## config.mk

```make
export PLATFORM = sky130hd
export DESIGN_NAME = szsd_back
export DESIGN_NICKNAME = d
export VERILOG_FILES = /design/src/rtl/szsd_pkg.sv /design/src/rtl/szsd_back.sv
export SDC_FILE = /design/constraint.sdc
export NUM_CORES = 2
export LEC_CHECK = 0
export BUFFER_PORTS_ARGS = -buffer_cell sky130_fd_sc_hd__buf_2
export CAP_MARGIN = 20
export CORE_MARGIN = 4
export CORE_UTILIZATION = 45
export CTS_BUF_LIST = sky130_fd_sc_hd__clkbuf_4 sky130_fd_sc_hd__clkbuf_8
export DETAILED_ROUTE_END_ITERATION = 8
export GPL_TIMING_DRIVEN = 0
export RECOVER_POWER = 100
export SETUP_SLACK_MARGIN = 0.4
export SLEW_MARGIN = 20
export SYNTH_ARGS = -nofsm -noshare
export SYNTH_HDL_FRONTEND = slang
export SYNTH_SLANG_ARGS = --single-unit
```

## constraint.sdc

```tcl
create_clock -name i_clk -period 10.5 [get_ports i_clk]
set_input_delay 1.575 -clock i_clk [delete_from_list [all_inputs] [get_ports i_clk]]
set_output_delay 1.575 -clock i_clk [all_outputs]
set_load 0.005 [all_outputs]
```

## src/rtl/szsd_pkg.sv

```systemverilog
// szsd_pkg: shared constants and types of the sliding z-score spike detector
// no dependencies; imported by every module of the block
package szsd_pkg;

    localparam int SAMPLE_W        = 16;   // signed sample width
    localparam int INDEX_W         = 24;   // sample index width
    localparam int K_W             = 8;    // threshold multiplier width
    localparam int K_FRAC_W        = 4;    // fraction bits of the multiplier
    localparam int HALF_WINDOW_DEF = 10;   // samples on each side of the center
    localparam int JOB_DEPTH       = 2;    // queue between front and back
    localparam int RES_DEPTH       = 4;    // result queue

    localparam logic [K_W-1:0]     K_RESET = K_W'(48);   // 3.0 in q4.4
    localparam logic [INDEX_W-1:0] POS_MAX = {INDEX_W{1'b1}};

    // occupancy flags of a queue
    typedef struct packed {
        logic empty;
        logic full;
        logic afull;    // at most one entry free
    } t_fifo_stat;

endpackage

```

## src/rtl/szsd_back.sv

```systemverilog
// szsd_back: exact integer z-score test of queued windows, taking the next one in the compare step
// depends on szsd_pkg
module szsd_back #(
    parameter int HALF_WINDOW = szsd_pkg::HALF_WINDOW_DEF
) (
    input  logic                                i_clk,
    input  logic                                i_rst_n,
    input  logic [szsd_pkg::K_W-1:0]            i_threshold_k,
    input  szsd_pkg::t_fifo_stat                i_job_stat,
    output logic                                o_job_pop,
    input  logic [2*szsd_pkg::SAMPLE_W + 2*szsd_pkg::SAMPLE_W - 2
                  + 2*$clog2(2*HALF_WINDOW+1) + szsd_pkg::INDEX_W - 1:0] i_job_data,
    input  szsd_pkg::t_fifo_stat                i_res_stat,
    output logic                                o_res_push,
    output logic [szsd_pkg::INDEX_W-1:0]        o_res_index
);
    import szsd_pkg::*;

    localparam int N      = 2 * HALF_WINDOW + 1;
    localparam int LOG_N  = $clog2(N);
    localparam int SUM_W  = SAMPLE_W + LOG_N;
    localparam int Q_W    = 2 * SAMPLE_W - 2 + LOG_N;
    localparam int D_W    = SAMPLE_W + 1 + LOG_N;
    localparam int DD_W   = 2 * (D_W - 1);
    localparam int VAR_W  = 2 * SUM_W - 2;
    localparam int KK_W   = 2 * K_W;
    localparam int LHS_W  = DD_W + 2 * K_FRAC_W;
    localparam int RHS_W  = VAR_W + KK_W;
    localparam int CMP_W  = (LHS_W > RHS_W) ? LHS_W : RHS_W;

    typedef struct packed {
        logic signed [SAMPLE_W-1:0] center;
        logic signed [SUM_W-1:0]    sum;
        logic [Q_W-1:0]             sqsum;
        logic [INDEX_W-1:0]         index;
    } t_job;

    typedef enum logic [1:0] {B_IDLE, B_VAR, B_RHS, B_CMP} t_back_state;

    t_back_state          r_state;
    logic                 r_dpos;
    logic [D_W-2:0]       r_dmag;
    logic [VAR_W-1:0]     r_nq;
    logic [VAR_W-1:0]     r_ss;
    logic [KK_W-1:0]      r_kk;
    logic [INDEX_W-1:0]   r_idx;
    logic [VAR_W-1:0]     r_var;
    logic [DD_W-1:0]      r_dd;
    logic [RHS_W-1:0]     r_rhs;
    logic [LHS_W-1:0]     r_lhs;

    t_job                    job;
    logic                    take;
    logic signed [D_W-1:0]   n_d;
    logic signed [2*SUM_W-1:0] ss_full;
    logic                    pass;

    assign job = i_job_data;

    // a result is still owed while in the compare step, so ask for two free slots
    assign take = !i_job_stat.empty &&
                  (((r_state == B_IDLE) && !i_res_stat.full) ||
                   ((r_state == B_CMP) && !i_res_stat.afull));
    assign o_job_pop = take;

    assign n_d     = D_W'(job.center) * D_W'(N) - D_W'(job.sum);
    assign ss_full = job.sum * job.sum;

    assign pass        = r_dpos && (CMP_W'(r_lhs) > CMP_W'(r_rhs));
    assign o_res_push  = (r_state == B_CMP) && pass;
    assign o_res_index = r_idx;

    always_ff @(posedge i_clk) begin
        if (!i_rst_n) begin
            r_state <= B_IDLE;
        end else begin
            unique case (r_state)
                B_IDLE:  r_state <= take ? B_VAR : B_IDLE;
                B_VAR:   r_state <= B_RHS;
                B_RHS:   r_state <= B_CMP;
                B_CMP:   r_state <= take ? B_VAR : B_IDLE;
                default: r_state <= B_IDLE;
            endcase
        end
    end

    always_ff @(posedge i_clk) begin
        if (take) begin
            r_dpos <= !n_d[D_W-1] && (n_d != '0);
            r_dmag <= n_d[D_W-2:0];
            r_nq   <= VAR_W'(job.sqsum) * VAR_W'(N);
            r_ss   <= ss_full[VAR_W-1:0];
            r_kk   <= KK_W'(i_threshold_k) * KK_W'(i_threshold_k);
            r_idx  <= job.index;
        end
        if (r_state == B_VAR) begin
            r_var <= r_nq - r_ss;
            r_dd  <= DD_W'(r_dmag) * DD_W'(r_dmag);
        end
        if (r_state == B_RHS) begin
            r_rhs <= RHS_W'(r_kk) * RHS_W'(r_var);
            r_lhs <= {r_dd, {(2*K_FRAC_W){1'b0}}};
        end
    end

endmodule

```

==> impl_metrics.env <==
export IMPL_crit_arrival_ns=10.06
export IMPL_multi_input_area_um2=48980
export IMPL_grt_usage_pct=23.63
export IMPL_synth_edf_count=318
export IMPL_hold_violations=0
export IMPL_syn_inst=6970
export IMPL_die_w_um=392.8
export IMPL_cap_violations=4
export IMPL_ctsResizeCount=0
export IMPL_row_count=140
export IMPL_period_needed_ns=9.682
export IMPL_violations="capacitance limit, slew limit"
export IMPL_portBuffers=128
export IMPL_critPathLaunchType="input port"
export IMPL_wl_per_cell_um=19.22
export IMPL_grt_pass1_wl_mm=279.4
export IMPL_core_area_um2=146400
export IMPL_relSlewSlack_pct=-97.16
export IMPL_dieHeight_um=392.8
export IMPL_synth_xor_area_share_pct=3.392
export IMPL_cp_end_kind="flip-flop"
export IMPL_rsz0062_at_grt="no"
export IMPL_whs_endpoint="r_lhs[33]"
export IMPL_holdBufCountCts=0
export IMPL_tns_ns=0
export IMPL_status="complete, but fails checks"
export IMPL_clk_latency_ns=0.69
export IMPL_ys_flop_type="edfxtp_1"
export IMPL_synthAdderAreaFrac_pct=52.38
export IMPL_drc_errors=0
export IMPL_ys_ff_latch=320
export IMPL_root_buffer="clkbuf_8"
export IMPL_fill_cells=14091
export IMPL_rrSetupSlack_ns=1.40
export IMPL_drt_iter0_drc=2579
export IMPL_final_area_um2=70880
export IMPL_yosys_cell_types_count=81
export IMPL_finalClockSkew_ns=0.03233
export IMPL_dr_pass1_iters=6
export IMPL_fmax_mhz=103.3
export IMPL_setup_ws_ns=0.8180
export IMPL_initial_core_util_pct=45.49
export IMPL_synthMuxAreaShare_pct=0.08451
export IMPL_cts_setup_buffers=0
export IMPL_vias=46996
export IMPL_drv_slew=184
export IMPL_gp_congestion=0.9625
export IMPL_clockBufferDepth=3
export IMPL_yosys_warnings=0
export IMPL_async_flop_share_pct=0
export IMPL_syn_avg_cell_area_um2=9.558
export IMPL_synth_top_family_by_area="adder cells"
export IMPL_fin_nets=9294
export IMPL_regArea_um2=9589
export IMPL_grt_start_max_net_pins=54
export IMPL_reg2reg_from="r_dmag[3]"
export IMPL_worst_path_max_fanout=11
export IMPL_worstSetupPathType="in2reg"
export IMPL_dpl_hpwl_mm=147.9
export IMPL_worstRegToRegCells=27
export IMPL_clock_sinks=320
export IMPL_fin_util_pct=48.40
export IMPL_cts_inserted_buffers=58
export IMPL_drive_gt1_share_pct=2.996
export IMPL_grt_pass1_vias=50687
export IMPL_path_clk_slew_ns=0.06
export IMPL_cp_required_ns=10.88
export IMPL_worst_slew_pin_slew_ns=2.957
export IMPL_hold_class="reg2reg"
export IMPL_synth_compound_area_share_pct=6.498
export IMPL_io_pins=138
export IMPL_fin_crit_sh_pct=92.21
export IMPL_synth_simple_area_share_pct=11.21
export IMPL_die_area_um2=154300
export IMPL_antenna_left=0
export IMPL_min_path_cells=0
export IMPL_seq_area_frac_synth_pct=14.39
export IMPL_finalWirelength_mm=175.5
export IMPL_dp_slack_ns=0.1165
export IMPL_area_growth_pct=6.395
export IMPL_r2r_end="r_dd[29]"
export IMPL_overflow=0
export IMPL_viasPerCell=5.147
export IMPL_antenna_found_initial=10
export IMPL_hold_start="r_dd[25]"
export IMPL_setup_viol=0
export IMPL_cts_tree="done"
export IMPL_placed_area_um2=69950
export IMPL_syn_nets=9096
export IMPL_synthesis_area_um2=66620
export IMPL_cts_htree_levels=2
[placed cells by master, fill, tap and decap left out, types with 193 or more instances in the layout]
cell	instances
and2_1	385
inv_1	1932
nand2_1	660
clkbuf_1	227
fa_1	1292
xnor2_1	193
edfxtp_1	318
a21oi_1	207
ha_1	722
nor2_1	272
[flip-flops by register name, indices dropped and copies added (netlist names)]
name / cells
r_lhs: 41
r_dd: 41
r_dpos: 1
r_state: 2
r_kk: 15
r_rhs: 56
r_var: 40
r_nq: 40
r_ss: 39
r_dmag: 21
o_res_index: 24
[kinds of logic (layout without fill, tap and decap cells)]
| logic type | count (synthesis) | after routing |
|---|---|---|
| flip-flops | 320 | 320 |
| AO/OA/AOI/OAI | 661 | 661 |
| AND/OR/NAND/NOR | 1575 | 1575 |
| XOR/XNOR | 258 | 258 |
| other | 2 | 6 |
| multiplexers | 5 | 5 |
| buffers and inverters | 2135 | 2374 |
| adder cells (fa/ha/maj) | 2014 | 2014 |
[worst max-delay path by stage]
| stage | endpoint | slack [ns] | startpoint |
|---|---|---|---|
| floorplan | r_ss[36] | 2.17 | i_job_data[64] |
| global placement | o_job_pop | 0.19 | i_res_stat[0] |
| detailed placement | r_ss[39] | 0.12 | i_job_data[64] |
| CTS | r_ss[39] | 0.86 | i_job_data[64] |
| global route | r_ss[39] | 0.53 | i_job_data[64] |
| finish | r_ss[39] | 0.82 | i_job_data[64] |
[final cells by class]
| cell class | count | area share (%) |
|---|---|---|
| antenna | 4 | 0.01412 |
| buffer | 195 | 1.033 |
| clock buffer | 61 | 1.158 |
| clock inverter | 40 | 0.6002 |
| inverter | 1940 | 10.27 |
| multi-input combinational | 4515 | 69.10 |
| sequential | 320 | 13.53 |
| tap | 1917 | 3.384 |
| timing repair buffer | 138 | 0.9126 |
[through the flow]
step / instances / hold WS (ns)
CTS: 9126 / 0.3968
floorplan: 6970 / 0.4003
detailed placement: 9025 / 0.4045
global route: 9128 / 0.4162
finish: 9130 / 0.3976
global placement: 9015 / 0.4023
[layer usage]
metal  track usage, %  vias up  share of wire, %
met5                0        -             0.016
met3            3.525      368               6.6
li1                 -    21509                 -
met1            29.65    23750                39
met4            10.41        4               5.2
met2            40.55     1365                49
[synthesized netlist by cell type, types with 31 or more instances]
master / count / area share [%]
inv_1: 1931 / 11
nor2_1: 272 / 1.5
a21o_1: 95 / 1.1
nand3_1: 37 / 0.28
edfxtp_1: 318 / 14
fa_1: 1292 / 39
xnor2_1: 193 / 2.5
and2_1: 401 / 3.8
a211oi_1: 36 / 0.41
o21ai_0: 105 / 0.79
nand2_1: 660 / 3.7
o21a_1: 36 / 0.41
xor2_1: 65 / 0.85
a21oi_1: 206 / 1.5
nor3_1: 44 / 0.33
nor2b_1: 35 / 0.33
o21bai_1: 31 / 0.35
clkbuf_1: 191 / 1.1
ha_1: 722 / 14
[worst max-delay path, cell delays in order]
cell      delay, ns
clkbuf_1       0.60
inv_1          0.48
clkbuf_1       0.50
nor2_1         0.27
fa_1           0.59
fa_1           0.61
inv_1          0.06
fa_1           0.74
inv_1          0.33
fa_1           0.54
fa_1           0.53
fa_1           0.51
inv_1          0.05
fa_1           0.50
inv_1          0.04
ha_1           0.38
nand2_1        0.15
nor2_1         0.06
a32o_1         0.27
o41ai_1        0.43
a211o_1        0.26
o21ai_0        0.14
o21a_1         0.20
nor2_1         0.11
xnor2_1        0.10
Power is left out: the tool's default activity adds up to more than one toggle a clock period on the data nets, which glitch-free logic cannot reach.
