**src/rtl/szsd_pkg.sv**
```systemverilog
// szsd_pkg: shared constants and types of the sliding z-score spike detector
// no dependencies; imported by every module of the block
package szsd_pkg;

    localparam int SAMPLE_W        = 16;   // signed sample width
    localparam int INDEX_W         = 24;   // sample index width
    localparam int K_W             = 8;    // threshold multiplier width
    localparam int K_FRAC_W        = 4;    // fraction bits of the multiplier
    localparam int HALF_WINDOW_DEF = 10;   // samples on each side of the center
    localparam int JOB_DEPTH       = 2;    // queue between front and back
    localparam int RES_DEPTH       = 4;    // result queue

    localparam logic [K_W-1:0]     K_RESET = K_W'(48);   // 3.0 in q4.4
    localparam logic [INDEX_W-1:0] POS_MAX = {INDEX_W{1'b1}};

    // occupancy flags of a queue
    typedef struct packed {
        logic empty;
        logic full;
        logic afull;    // at most one entry free
    } t_fifo_stat;

endpackage

```
**src/rtl/szsd_front.sv**
```systemverilog
// szsd_front: takes samples, keeps the window memory and running sums, queues tests
// depends on szsd_pkg
module szsd_front #(
    parameter int HALF_WINDOW = szsd_pkg::HALF_WINDOW_DEF
) (
    input  logic                                i_clk,
    input  logic                                i_rst_n,
    input  logic                                i_push,
    output logic                                o_full,
    input  logic signed [szsd_pkg::SAMPLE_W-1:0] i_sample,
    input  logic                                i_first_of_series,
    output logic                                o_job_push,
    output logic [2*szsd_pkg::SAMPLE_W + 2*szsd_pkg::SAMPLE_W - 2
                  + 2*$clog2(2*HALF_WINDOW+1) + szsd_pkg::INDEX_W - 1:0] o_job_data,
    input  szsd_pkg::t_fifo_stat                i_job_stat
);
    import szsd_pkg::*;

    localparam int N      = 2 * HALF_WINDOW + 1;
    localparam int LOG_N  = $clog2(N);
    localparam int SLOT_W = LOG_N;
    localparam int FILL_W = $clog2(N + 1);
    localparam int SUM_W  = SAMPLE_W + LOG_N;
    localparam int SQ_W   = 2 * SAMPLE_W - 1;
    localparam int Q_W    = 2 * SAMPLE_W - 2 + LOG_N;

    typedef struct packed {
        logic signed [SAMPLE_W-1:0] center;
        logic signed [SUM_W-1:0]    sum;
        logic [Q_W-1:0]             sqsum;
        logic [INDEX_W-1:0]         index;
    } t_job;

    typedef enum logic [1:0] {F_IDLE, F_SQ, F_UPD} t_front_state;

    t_front_state               r_state;
    logic [SLOT_W-1:0]          r_slot;
    logic [FILL_W-1:0]          r_fill;
    logic [INDEX_W-1:0]         r_pos;
    logic signed [SUM_W-1:0]    r_sum;
    logic [Q_W-1:0]             r_sqsum;
    logic                       r_sub;
    logic                       r_emit;
    logic signed [SAMPLE_W-1:0] r_x;
    logic signed [SAMPLE_W-1:0] r_old;
    logic signed [SAMPLE_W-1:0] r_ctr;
    logic [SQ_W-1:0]            r_sq_x;
    logic [SQ_W-1:0]            r_sq_old;
    logic signed [SAMPLE_W-1:0] r_mem [N];

    logic                         accept;
    logic [SLOT_W-1:0]            slot_eff;
    logic [FILL_W-1:0]            fill_eff;
    logic [INDEX_W-1:0]           pos_eff;
    logic                         win_full;
    logic [SLOT_W:0]              ctr_sum;
    logic [SLOT_W-1:0]            ctr_addr;
    logic [SLOT_W-1:0]            n_slot;
    logic [FILL_W-1:0]            n_fill;
    logic [INDEX_W-1:0]           n_pos;
    logic signed [2*SAMPLE_W-1:0] sq_x_full;
    logic signed [2*SAMPLE_W-1:0] sq_old_full;
    logic signed [SUM_W-1:0]      n_sum;
    logic [Q_W-1:0]               n_sqsum;
    t_job                         job;

    assign o_full = (r_state != F_IDLE) || i_job_stat.full;
    assign accept = i_push && !o_full;

    // a new series starts from an empty window at slot zero
    assign slot_eff = i_first_of_series ? '0 : r_slot;
    assign fill_eff = i_first_of_series ? '0 : r_fill;
    assign pos_eff  = i_first_of_series ? '0 : r_pos;
    assign win_full = (fill_eff == FILL_W'(N));

    // center is HALF_WINDOW entries behind the new sample, i.e. HALF_WINDOW+1 past its slot
    assign ctr_sum  = (SLOT_W+1)'(slot_eff) + (SLOT_W+1)'(HALF_WINDOW + 1);
    assign ctr_addr = (ctr_sum >= (SLOT_W+1)'(N)) ? SLOT_W'(ctr_sum - (SLOT_W+1)'(N))
                                                  : SLOT_W'(ctr_sum);
    assign n_slot   = (slot_eff == SLOT_W'(N - 1)) ? '0 : slot_eff + 1'b1;
    assign n_fill   = win_full ? fill_eff : fill_eff + 1'b1;
    assign n_pos    = (pos_eff == POS_MAX) ? pos_eff : pos_eff + 1'b1;

    assign sq_x_full   = r_x * r_x;
    assign sq_old_full = r_old * r_old;

    assign n_sum   = r_sum - (r_sub ? SUM_W'(r_old) : SUM_W'(0)) + SUM_W'(r_x);
    assign n_sqsum = r_sqsum - (r_sub ? Q_W'(r_sq_old) : Q_W'(0)) + Q_W'(r_sq_x);

    assign job.center = r_ctr;
    assign job.sum    = r_sum;
    assign job.sqsum  = n_sqsum;
    assign job.index  = r_pos - INDEX_W'(HALF_WINDOW + 1);

    assign o_job_push = (r_state == F_UPD) && r_emit;
    assign o_job_data = job;

    // sequence: read memory, square, accumulate
    always_ff @(posedge i_clk) begin
        if (!i_rst_n) begin
            r_state <= F_IDLE;
            r_slot  <= '0;
            r_fill  <= '0;
            r_pos   <= '0;
            r_sum   <= '0;
            r_sqsum <= '0;
            r_sub   <= 1'b0;
            r_emit  <= 1'b0;
        end else begin
            unique case (r_state)
                F_IDLE: begin
                    if (accept) begin
                        r_state <= F_SQ;
                        r_slot  <= n_slot;
                        r_fill  <= n_fill;
                        r_pos   <= n_pos;
                        r_sub   <= win_full;
                        r_emit  <= (n_fill == FILL_W'(N));
                        if (i_first_of_series) begin
                            r_sum   <= '0;
                            r_sqsum <= '0;
                        end
                    end
                end
                F_SQ: begin
                    r_state <= F_UPD;
                    r_sum   <= n_sum;
                end
                F_UPD: begin
                    r_state <= F_IDLE;
                    r_sqsum <= n_sqsum;
                end
                default: begin
                    r_state <= F_IDLE;
                end
            endcase
        end
    end

    always_ff @(posedge i_clk) begin
        if (accept) begin
            r_x            <= i_sample;
            r_old          <= r_mem[slot_eff];
            r_ctr          <= r_mem[ctr_addr];
            r_mem[slot_eff] <= i_sample;
        end
        if (r_state == F_SQ) begin
            r_sq_x   <= sq_x_full[SQ_W-1:0];
            r_sq_old <= sq_old_full[SQ_W-1:0];
        end
    end

endmodule

```
**config.mk**
```make
export PLATFORM = sky130hd
export DESIGN_NAME = szsd_front
export DESIGN_NICKNAME = d
export VERILOG_FILES = /design/src/rtl/szsd_pkg.sv /design/src/rtl/szsd_front.sv
export SDC_FILE = /design/constraint.sdc
export NUM_CORES = 2
export LEC_CHECK = 0
export BUFFER_PORTS_ARGS = -buffer_cell sky130_fd_sc_hd__buf_4
export CAP_MARGIN = 20
export CORE_MARGIN = 1
export CORE_UTILIZATION = 38
export CTS_CLUSTER_SIZE = 8
export DETAILED_ROUTE_END_ITERATION = 8
export SYNTH_ARGS = -nofsm -noshare
export SYNTH_HDL_FRONTEND = slang
export SYNTH_SLANG_ARGS = --single-unit
```
**constraint.sdc**
```tcl
create_clock -name i_clk -period 11.2 [get_ports i_clk]
set_clock_uncertainty 0.05 [all_clocks]
set_input_delay 0.56 -clock i_clk [delete_from_list [all_inputs] [get_ports i_clk]]
set_output_delay 0.56 -clock i_clk [all_outputs]
set_load 0.005 [all_outputs]
```
==> metrics.yaml <==
status: "complete, no violations"
start_util_pct: 38.4
ys.flop_type: "edfxtp_1"
drt_pass1_iterations: 6
drv_slew: 0
cts_tree: "yes"
power_density_nw_per_um2: 293
grt_max_degree: 73
rr_worst_depth: 22
synth_edf_count: 444
die_width_um: 351
rows: 127
cts_max_level: 3
path_clk_slew_ns: 0.05
grt_antenna_before_repair: 5
max_freq_ghz: 0.123
synth_area_sq_um: 46200
grt_pass1_vias: 33500
mostFrequentLayoutCell: "inv_1"
rsz0062_at_grt: "no"
io_pins: 121
cts-resized-gates: 0
power.leakage_uw: 0.0221
r2r_slack_ns: 3.08
final_cell_mix: "inv_1, fa_1, nand2_1"
nFillCells: 11600
r2r-end: "r_sq_x[30]"
fp.dieH_um: 351
yosysSeqAreaShare_pct: 33.0
io_buffer_count: 118
ys_warn_count: 0
max_stage_delay_ns: 0.95
min_to: "r_state[0]"
critPathKind: "register to register"
cts.sinks: 538
peakVddDrop_v: 0.000294
crit_chain: "clkinv_1, nor2_1, fa_1, inv_1, fa_1, fa_1, inv_1, fa_1, fa_1, inv_1, fa_1, inv_1, ha_1, nand3_1, nor2_1, a211oi_1, a21oi_1, a221oi_1, a221oi_1, a311o_1, a21oi_1, xnor2_1"
relSlewSlack_pct: 26.4
areaGrowthSynthToFinish_pct: 10.8
drive_gt1_share_pct: 8.40
final_cells: 6222
wl_um: 130000
drtIter0Drc: 2850
drc_errors: 0
grt.total_usage_pct: 21.4
cts_buffers: 80
fin_crit_ns: 8.12
grt_pass1_wl_um: 199000
r2r_start: "r_x[15]"
hold_path.class: "primary input to register"
ant_nets: 0
clock_path_buffers: 3
async_flop_share_pct: 0
post-route-period-util_pct: 72.5
dpl.hpwl_um: 92500
root_buffer: "clkbuf_16"
required_ns: 11.57
cts_setup_buffers: 0
hold_viol: 0
slowest_stage: "clkinv_1"
synth_fp_nets: 5281
core_sq_um: 120000
grt_overflow_total: 0
worstPathArrival_ns: 8.49
clk_latency_ns: 0.69
final_core_util_pct: 42.6
tightestPinTransition_ns: 1.10
crit_fanout: 22
synth.avg_cell_area_sq_um: 10.2
synth_seq_cells: 538
dieArea_sq_um: 123000
setup_viol_count_final: 0
gp_congestion: 0.870
dp.cells: 6109
holdPathStages: 4
end_kind: "register"
wl_per_cell_um: 20.9
tns_ns: 0
multiInputGateArea_sq_um: 26900
drv_cap: 0
cts_hold_buf: 0
vias: 33100
final-seq-area_sq_um: 15200
critPathMostFrequentCell: "fa_1"
vias_per_cell: 5.32
synth_cell_type_count: 83
final_nets: 5352
syn_inst: 4510
startpoint_type: "register"
worstHoldStart: "i_job_stat[1]"
==> worst max path at each step <==
stage	from	endpoint	slack, ns	cells after the start
global placement	r_x[15]	r_sq_x[30]	3.07	22
CTS	r_x[15]	r_sq_x[30]	3.00	22
detailed placement	r_x[15]	r_sq_x[30]	2.99	22
finish	r_x[15]	r_sq_x[30]	3.08	22
global route	r_x[15]	r_sq_x[30]	2.62	22
floorplan	r_x[9]	r_sq_x[30]	4.60	24
==> report_power, final <==
| part | internal (uW) | switching (uW) |
|---|---|---|
| sequential | 2730 | 83.3 |
| combinational | 4010 | 5880 |
| clock | 1350 | 937 |
==> Yosys cell counts (59+ instances only) <==
cell type	count	share of area [%]
mux2i_1	134	2.9
fa_1	507	22
inv_1	849	6.9
xor2_1	59	1.1
ha_1	241	6.5
nand3_1	129	1.4
dfxtp_1	94	4.1
nand2_1	460	3.7
clkbuf_1	151	1.2
o21ai_0	88	0.95
edfxtp_1	444	29
and2_1	105	1.4
a21oi_1	163	1.8
nor2_1	249	2.0
xnor2_1	118	2.2
==> final cells by class <==
type | count | share of cell area, %
Multi-Input combinational cell | 2914 | 52.7
Sequential cell | 538 | 29.8
Inverter | 864 | 6.35
Clock buffer | 98 | 4.13
Tap cell | 1612 | 3.94
Timing Repair Buffer | 183 | 2.70
Clock inverter | 12 | 0.423
Antenna cell | 1 | 0.00489
==> per-stage QoR <==
step | setup slack, ns | hold WS (ns) | area [sq um] | power, uW
2_1_floorplan | 4.60 | 0.398 | 46200 | 9670
3_3_place_gp | 3.07 | 0.404 | 48800 | 12600
3_5_place_dp | 2.99 | 0.410 | 48800 | 12700
4_1_cts | 3.00 | 0.0583 | 51100 | 15000
5_1_grt | 2.62 | 0.111 | 51100 | 16200
6_report | 3.08 | 0.118 | 51100 | 15000
==> worst max-delay path: cells and delay by family, from the launching register on <==
| family | cells | cell delay, ns |
|---|---|---|
| fa+ha+maj | 7 | 3.26 |
| compound gates | 6 | 1.53 |
| xor+xnor | 1 | 0.12 |
| buf+inv | 5 | 1.18 |
| simple gates | 3 | 0.89 |
| flops | 1 | 0.80 |
==> cells by family (layout without fill, tap and decap cells) <==
group	after synthesis	in the layout	synth area share (%)
flip-flops	538	538	33.0
XOR/XNOR	178	178	3.42
other	0	1	0
multiplexers	195	195	5.47
AND/OR/NAND/NOR	1191	1191	12.0
adder cells (fa/ha/maj)	748	748	28.5
AO/OA/AOI/OAI	602	602	8.88
buffers and inverters	1058	1157	8.78
==> flip-flops by register name, indices dropped and copies added (netlist names) <==
register	cells
r_sub	1
r_old	16
r_sum	21
r_emit	1
r_mem	336
r_state	2
r_ctr	16
r_fill	5
r_x	16
r_slot	5
r_sqsum	35
r_pos	24
r_sq_x	30
r_sq_old	30
==> per-layer routing <==
| metal | track usage [%] | wire length, um | part of all wire, % |
|---|---|---|---|
| met5 | 0 | 42 | 0.032 |
| met4 | 6.65 | 3940 | 3.0 |
| met3 | 3.46 | 8600 | 6.6 |
| met2 | 34.9 | 60600 | 47 |
| met1 | 29.0 | 56800 | 44 |
Note: power is estimated with default switching activity, not from simulation.
