## config.mk

```make
export PLATFORM = sky130hd
export DESIGN_NAME = szsd_fifo
export DESIGN_NICKNAME = d
export VERILOG_FILES = /design/src/rtl/szsd_pkg.sv /design/src/rtl/szsd_fifo.sv
export SDC_FILE = /design/constraint.sdc
export NUM_CORES = 1
export LEC_CHECK = 0
export ABC_CLOCK_PERIOD_IN_PS = 2000
export BUFFER_PORTS_ARGS = -buffer_cell sky130_fd_sc_hd__buf_2
export CAP_MARGIN = 40
export CORE_ASPECT_RATIO = 1.5
export CORE_UTILIZATION = 40
export DETAILED_ROUTE_END_ITERATION = 8
export SLEW_MARGIN = 0
export SYNTH_ARGS = -nofsm -noshare
export SYNTH_HDL_FRONTEND = slang
export SYNTH_SLANG_ARGS = --single-unit
```

## constraint.sdc

```tcl
create_clock -name i_clk -period 2 [get_ports i_clk]
set_clock_uncertainty 0.05 [all_clocks]
set_input_delay 0.3 -clock i_clk [delete_from_list [all_inputs] [get_ports i_clk]]
set_output_delay 0.3 -clock i_clk [all_outputs]
set_load 0.005 [all_outputs]
```

## src/rtl/szsd_pkg.sv

```systemverilog
// szsd_pkg: shared constants and types of the sliding z-score spike detector
// no dependencies; imported by every module of the block
package szsd_pkg;

    localparam int SAMPLE_W        = 16;   // signed sample width
    localparam int INDEX_W         = 24;   // sample index width
    localparam int K_W             = 8;    // threshold multiplier width
    localparam int K_FRAC_W        = 4;    // fraction bits of the multiplier
    localparam int HALF_WINDOW_DEF = 10;   // samples on each side of the center
    localparam int JOB_DEPTH       = 2;    // queue between front and back
    localparam int RES_DEPTH       = 4;    // result queue

    localparam logic [K_W-1:0]     K_RESET = K_W'(48);   // 3.0 in q4.4
    localparam logic [INDEX_W-1:0] POS_MAX = {INDEX_W{1'b1}};

    // occupancy flags of a queue
    typedef struct packed {
        logic empty;
        logic full;
        logic afull;    // at most one entry free
    } t_fifo_stat;

endpackage

```

## src/rtl/szsd_fifo.sv

```systemverilog
// szsd_fifo: small register queue with occupancy flags
// depends on szsd_pkg (t_fifo_stat)
module szsd_fifo #(
    parameter int WIDTH = 8,
    parameter int DEPTH = 2
) (
    input  logic                   i_clk,
    input  logic                   i_rst_n,
    input  logic                   i_push,
    input  logic [WIDTH-1:0]       i_data,
    input  logic                   i_pop,
    output logic [WIDTH-1:0]       o_data,
    output szsd_pkg::t_fifo_stat   o_stat
);
    import szsd_pkg::*;

    localparam int PTR_W = (DEPTH > 1) ? $clog2(DEPTH) : 1;
    localparam int CNT_W = $clog2(DEPTH + 1);

    logic [WIDTH-1:0] r_mem [DEPTH];
    logic [PTR_W-1:0] r_wr;
    logic [PTR_W-1:0] r_rd;
    logic [CNT_W-1:0] r_cnt;
    logic [PTR_W-1:0] n_wr;
    logic [PTR_W-1:0] n_rd;
    logic             do_push;
    logic             do_pop;

    assign o_stat.empty = (r_cnt == '0);
    assign o_stat.full  = (r_cnt == CNT_W'(DEPTH));
    assign o_stat.afull = (r_cnt >= CNT_W'(DEPTH - 1));

    assign do_push = i_push && !o_stat.full;
    assign do_pop  = i_pop && !o_stat.empty;
    assign n_wr    = (r_wr == PTR_W'(DEPTH - 1)) ? '0 : r_wr + 1'b1;
    assign n_rd    = (r_rd == PTR_W'(DEPTH - 1)) ? '0 : r_rd + 1'b1;
    assign o_data  = r_mem[r_rd];

    always_ff @(posedge i_clk) begin
        if (!i_rst_n) begin
            r_wr  <= '0;
            r_rd  <= '0;
            r_cnt <= '0;
        end else begin
            if (do_push) begin
                r_wr <= n_wr;
            end
            if (do_pop) begin
                r_rd <= n_rd;
            end
            if (do_push && !do_pop) begin
                r_cnt <= r_cnt + 1'b1;
            end else if (do_pop && !do_push) begin
                r_cnt <= r_cnt - 1'b1;
            end
        end
    end

    always_ff @(posedge i_clk) begin
        if (do_push) begin
            r_mem[r_wr] <= i_data;
        end
    end

endmodule

```

==> flow_summary.yaml, run 1 <==
status:
  status: "finished clean"
layout:
  layout-drive-gt1-share: 0.481
  layout_common_cells: "buf_2 (22), edfxtp_1 (16), mux2_2 (7), dfxtp_1 (5)"
  fillers: 182
  antenna_cells: 0
  fin_area_sq_um: 1020
  final_common_cell: "buf_2"
  syn_to_final_growth_pct: 17.6
  fin_cells: 99
  nets: 94
clock_network:
  cts_buffer_depth: 2
  cts_resized: 0
  cts_setup_buffers: 0
  ctsHoldBuffers: 0
  cts_sinks: 21
  worstSkewPairLatency_ns: 0.31
  cts_buffers: 3
  clk_pin_slew_ns: 0.12
  root_buffer: "clkbuf_4"
  htreeDepth: 1
  cts_tree: "built"
routing:
  drt-met1-wl_microns: 547
  wl_met3_microns: 70
  wl_per_cell_microns: 13.6
  dr_total_vias: 472
  drt_iter0_drc: 2
  dr_wl_met2_microns: 696
  viasPerCell: 4.77
  highest_layer: "met4"
  drtPass1Iterations: 4
  ant_nets: 0
  wl_microns: 1350
  drc: 0
placement:
  portBuffers: 22
  placed_area_sq_um: 996
  finalWeightedCongestion: 0.591
  dpl.cell_count: 95
  hpwlAfterDp_microns: 964
yosys:
  synth_top_area_frac: 0.553
  synth.avg_cell_area_sq_um: 16.7
  syn-num-nets: 68
  synth.distinct_cells: 17
  synth_area_sq_um: 870
  synth_area_leaders: "edfxtp_1 (55%), dfxtp_1 (12%), mux2_2 (9.1%)"
  netlist_instances: 52
  synth_top_area_cell: "edfxtp_1"
  ys_ff_latch: 21
  yosysWarnings: 0
  seq_area_frac_synth: 0.668
floorplanning:
  rows: 20
  ios: 23
  die_w_microns: 40.1
  start_util: 0.429
  dieArea_sq_um: 2370
  die_h_microns: 59.1
  core_area_sq_um: 2030
power_and_ir_drop:
  p_int_mw: 0.864
  power_density_nw_per_um2: 1190
  combPwrFrac: 0.336
  p_leak_nw: 0.422
  irDropWorstVdd_mv: 0.574
  switching_share: 0.290
  clkPwrFrac: 0.170
  p_total_mw: 1.22
  seqPwrFrac: 0.494
  p_switching_mw: 0.353
timing:
  setup_violations: 0
  worst_pin_slew_ns: 0.360
  fin_crit_ns: 1.72
  clock.fmax_mhz: 581
  drv_slew: 0
  whs_ns: 0.122
  hold_viol: 0
  rsz0062_at_grt: "no"
  setup-tns-final_ns: 0
  relSlewSlack: 0.759
  period_share: 0.861
global_routing:
  grt_pass1_vias: 456
  grt_max_degree: 12
  grt_first_pass_wirelength_microns: 2100
  overflow: 0
  track_usage: 0.140
  antenna_found_initial: 0
critical_path:
  critPathMaxFanout: 8
  worst_ep_required_time_ns: 1.65
  cp-end-kind: "output port"
  startpoint_type: "flop"
  arrival_ns: 1.37
  critical_path_class: "reg2out"
job:
  maxCapViolations: 0
min_path:
  hp-class: "in2reg"
power groups by stage:
stage	combinational [mW]	clock [mW]	sequential, mW
2_1_floorplan	0.314	0	0.584
3_3_place_gp	0.408	0	0.610
3_5_place_dp	0.411	0	0.612
4_1_cts	0.417	0.209	0.603
5_1_grt	0.467	0.227	0.612
6_report	0.408	0.207	0.601
metrics by stage:
stage | util | setup slack [ns]
final | 0.504 | 0.278
after global routing | 0.504 | 0.192
after CTS | 0.504 | 0.248
after detailed placement | 0.491 | 0.417
after global placement | 0.491 | 0.489
after floorplan | - | 0.506
kinds of logic after synthesis:
| kind of cell | count (synthesis) | share of synthesized area |
|---|---|---|
| compound gates | 2 | 0.0144 |
| xor+xnor | 3 | 0.0302 |
| fa+ha+maj | 4 | 0.0576 |
| buf+inv | 4 | 0.0259 |
| flops | 21 | 0.668 |
| mux | 8 | 0.108 |
| simple gates | 10 | 0.0964 |
flip-flops by register name, indices dropped and copies added, names as in the netlist, named ones only:
signal,flops
r_rd,1
r_mem,16
r_cnt,2
r_wr,1
layout make-up:
type	instances	area [sq um]	area share
clock buffers	4	26.3	0.0257
well taps	22	27.5	0.0269
inverters	3	11.3	0.0110
repair buffers	22	110	0.108
flip-flops and latches	21	581	0.568
multi-input cells	27	267	0.261
synth_stat cells, drive strengths merged:
master  number
nand2        1
edfxtp      16
xor2         1
o21a         1
mux2         8
xnor2        2
buf          1
ha           4
and2         5
o21ai        1
nor2b        3
nand2b       1
dfxtp        5
inv          3
routing by layer:
layer  GRT usage  vias to the layer above
met1       0.165                      220
met5           0                        -
met2       0.210                       18
met3      0.0226                        4
li1            -                      230
met4       0.118                        0
final timing paths:
kind | startpoint | slack, ns | endpoint | cells past startpoint
worst min-delay path | i_data[6] | 0.12 | r_mem[1][6] | 1
worst max-delay path | flop | 0.28 | o_data[7] | 2
worst min register to register | r_rd | 0.57 | flop | 2
worst max register to register | r_cnt[0] | 0.40 | r_cnt[0] | 6
critical path, cell delays in order, from the launching register on:
cell	delay [ns]
dfxtp_1	0.56
mux2_2	0.38
buf_2	0.12
No activity file was read; power rests on OpenSTA's default activity.
==> run 2: changes to the inputs <==
--- a/config.mk
+++ b/config.mk
@@ -8,9 +8,9 @@
 export ABC_CLOCK_PERIOD_IN_PS = 2000
 export BUFFER_PORTS_ARGS = -buffer_cell sky130_fd_sc_hd__buf_2
 export CAP_MARGIN = 40
-export CORE_ASPECT_RATIO = 1.5
-export CORE_UTILIZATION = 40
+export CORE_UTILIZATION = 49
 export DETAILED_ROUTE_END_ITERATION = 8
+export PLACE_DENSITY = 0.75
 export SLEW_MARGIN = 0
 export SYNTH_ARGS = -nofsm -noshare
 export SYNTH_HDL_FRONTEND = slang
==> constraint.sdc (replaced) <==
create_clock -name i_clk -period 2 [get_ports i_clk]
set_clock_uncertainty 0.05 [all_clocks]
set_input_delay 0.2 -clock i_clk [delete_from_list [all_inputs] [get_ports i_clk]]
set_output_delay 0.2 -clock i_clk [all_outputs]
set_load 0.005 [all_outputs]
==> flow_summary.yaml, run 2 (same netlist as run 1, synthesis figures left out) <==
job:
  maxCapViolations: 0
critical_path:
  cp_slowest_cell: "dfxtp_1"
  arrival_ns: 1.37
  cpLargestDelayFamily: "flip-flops"
  startpoint_type: "flop"
  cp-end-kind: "output port"
  max_stage_delay_ns: 0.57
  worst_ep_required_time_ns: 1.75
  critPathMaxFanout: 8
  worstPathCellList: "mux2_2, buf_2"
  critical_path_class: "reg2out"
  cp.buffers_inverters: 1
power_and_ir_drop:
  power_density_nw_per_um2: 1180
  irDropWorstVdd_mv: 0.738
  p_leak_nw: 0.422
timing:
  clock.fmax_mhz: 616
  worst_pin_slew_ns: 0.383
  setup_violations: 0
  period_share: 0.812
  hold_viol: 0
  drv_slew: 0
  fin_crit_ns: 1.62
  worst_slack_ns: 0.376
  setup-tns-final_ns: 0
  rsz0062_at_grt: "no"
  relSlewSlack: 0.744
clock_network:
  cts_tree: "built"
  htreeDepth: 1
  worstSkewPairLatency_ns: 0.29
  cts_buffer_depth: 2
  ctsHoldBuffers: 0
  cts_setup_buffers: 0
  cts_resized: 0
  clk_pin_slew_ns: 0.11
  cts_buffers: 3
  root_buffer: "clkbuf_4"
  cts_sinks: 21
global_routing:
  grt_pass1_vias: 488
  antenna_found_initial: 0
  grt_first_pass_wirelength_microns: 2060
  track_usage: 0.152
  grt_max_degree: 12
  overflow: 0
floorplanning:
  rows: 14
  dieArea_sq_um: 1950
  die_w_microns: 44.1
  die_h_microns: 44.1
  ios: 23
  start_util: 0.552
  core_area_sq_um: 1580
routing:
  viasPerCell: 5.00
  ant_nets: 0
  drc: 2
  drtPass1Iterations: 7
  wl_per_cell_microns: 13.0
  drt_iter0_drc: 4
  dr_total_vias: 465
  wl_microns: 1210
layout:
  antenna_cells: 0
  layout_common_cells: "buf_2 (22), edfxtp_1 (16), mux2_2 (7), dfxtp_1 (5)"
  final_common_cell: "buf_2"
  layout-drive-gt1-share: 0.481
  top_regs: "r_mem (16), r_cnt (2)"
  largest-register: "r_mem"
  fillers: 134
  largest_register_ffs: 16
  syn_to_final_growth_pct: 16.7
  nets: 94
placement:
  pre_cts_slack_ns: 0.463
  finalWeightedCongestion: 0.737
  hpwlAfterDp_microns: 859
  portBuffers: 22
min_path:
  hp-class: "in2reg"
status:
  failed_checks: "DRC"
  status: "finished with violations"
run 2: report_power, final:
part | internal [mW] | leakage, nW | switching [mW]
registers | 0.552 | 0.191 | 0.0485
clock network | 0.0774 | 0.0150 | 0.117
logic | 0.233 | 0.216 | 0.168
total | 0.862 | 0.422 | 0.333
run 2: per-layer routing:
layer | share of wire | track usage
met1 | 0.45 | 0.183
met3 | 0.040 | 0.0367
met4 | 0.0075 | 0.0727
met5 | 0 | 0
met2 | 0.50 | 0.256
run 2: path summary, 6_finish.rpt:
kind                                 from     endpoint  slack [ns]  cells after the start
worst max-delay path                 flop    o_data[5]        0.38                      2
worst max register to register   r_cnt[0]     r_cnt[1]        0.46                      7
worst min-delay path            i_data[4]  r_mem[1][4]        0.04                      1
worst min register to register   r_cnt[0]     r_cnt[0]        0.54                      2
run 2: metrics by stage:
| step | power, mW | hold WS [ns] | std cells | util | cell area [sq um] |
|---|---|---|---|---|---|
| CTS | 1.21 | 0.0393 | 93 | 0.644 | 1010 |
| finish | 1.20 | 0.0436 | 93 | 0.644 | 1010 |
| global placement | 1.01 | 0.340 | 89 | 0.627 | 988 |
| detailed placement | 1.01 | 0.341 | 89 | 0.627 | 988 |
| global route | 1.28 | 0.0222 | 93 | 0.644 | 1010 |
| floorplan | 0.899 | 0.249 | 52 | - | 870 |
run 2: layout make-up:
cell class / count / area [sq um] / share of cell area
clock buffers: 4 / 26.3 / 0.0259
repair buffers: 22 / 110 / 0.109
flip-flops and latches: 21 / 581 / 0.572
multi-input cells: 27 / 267 / 0.263
inverters: 3 / 11.3 / 0.0111
well taps: 16 / 20.0 / 0.0197
run 2: worst reg2reg max path, cell delays in order (launching register included):
cell and delay [ns]:
dfxtp_1 0.36, inv_1 0.08, ha_1 0.21, nand2b_4 0.14
ha_1 0.33, nand2_1 0.07, o21ai_0 0.06, and2_1 0.15
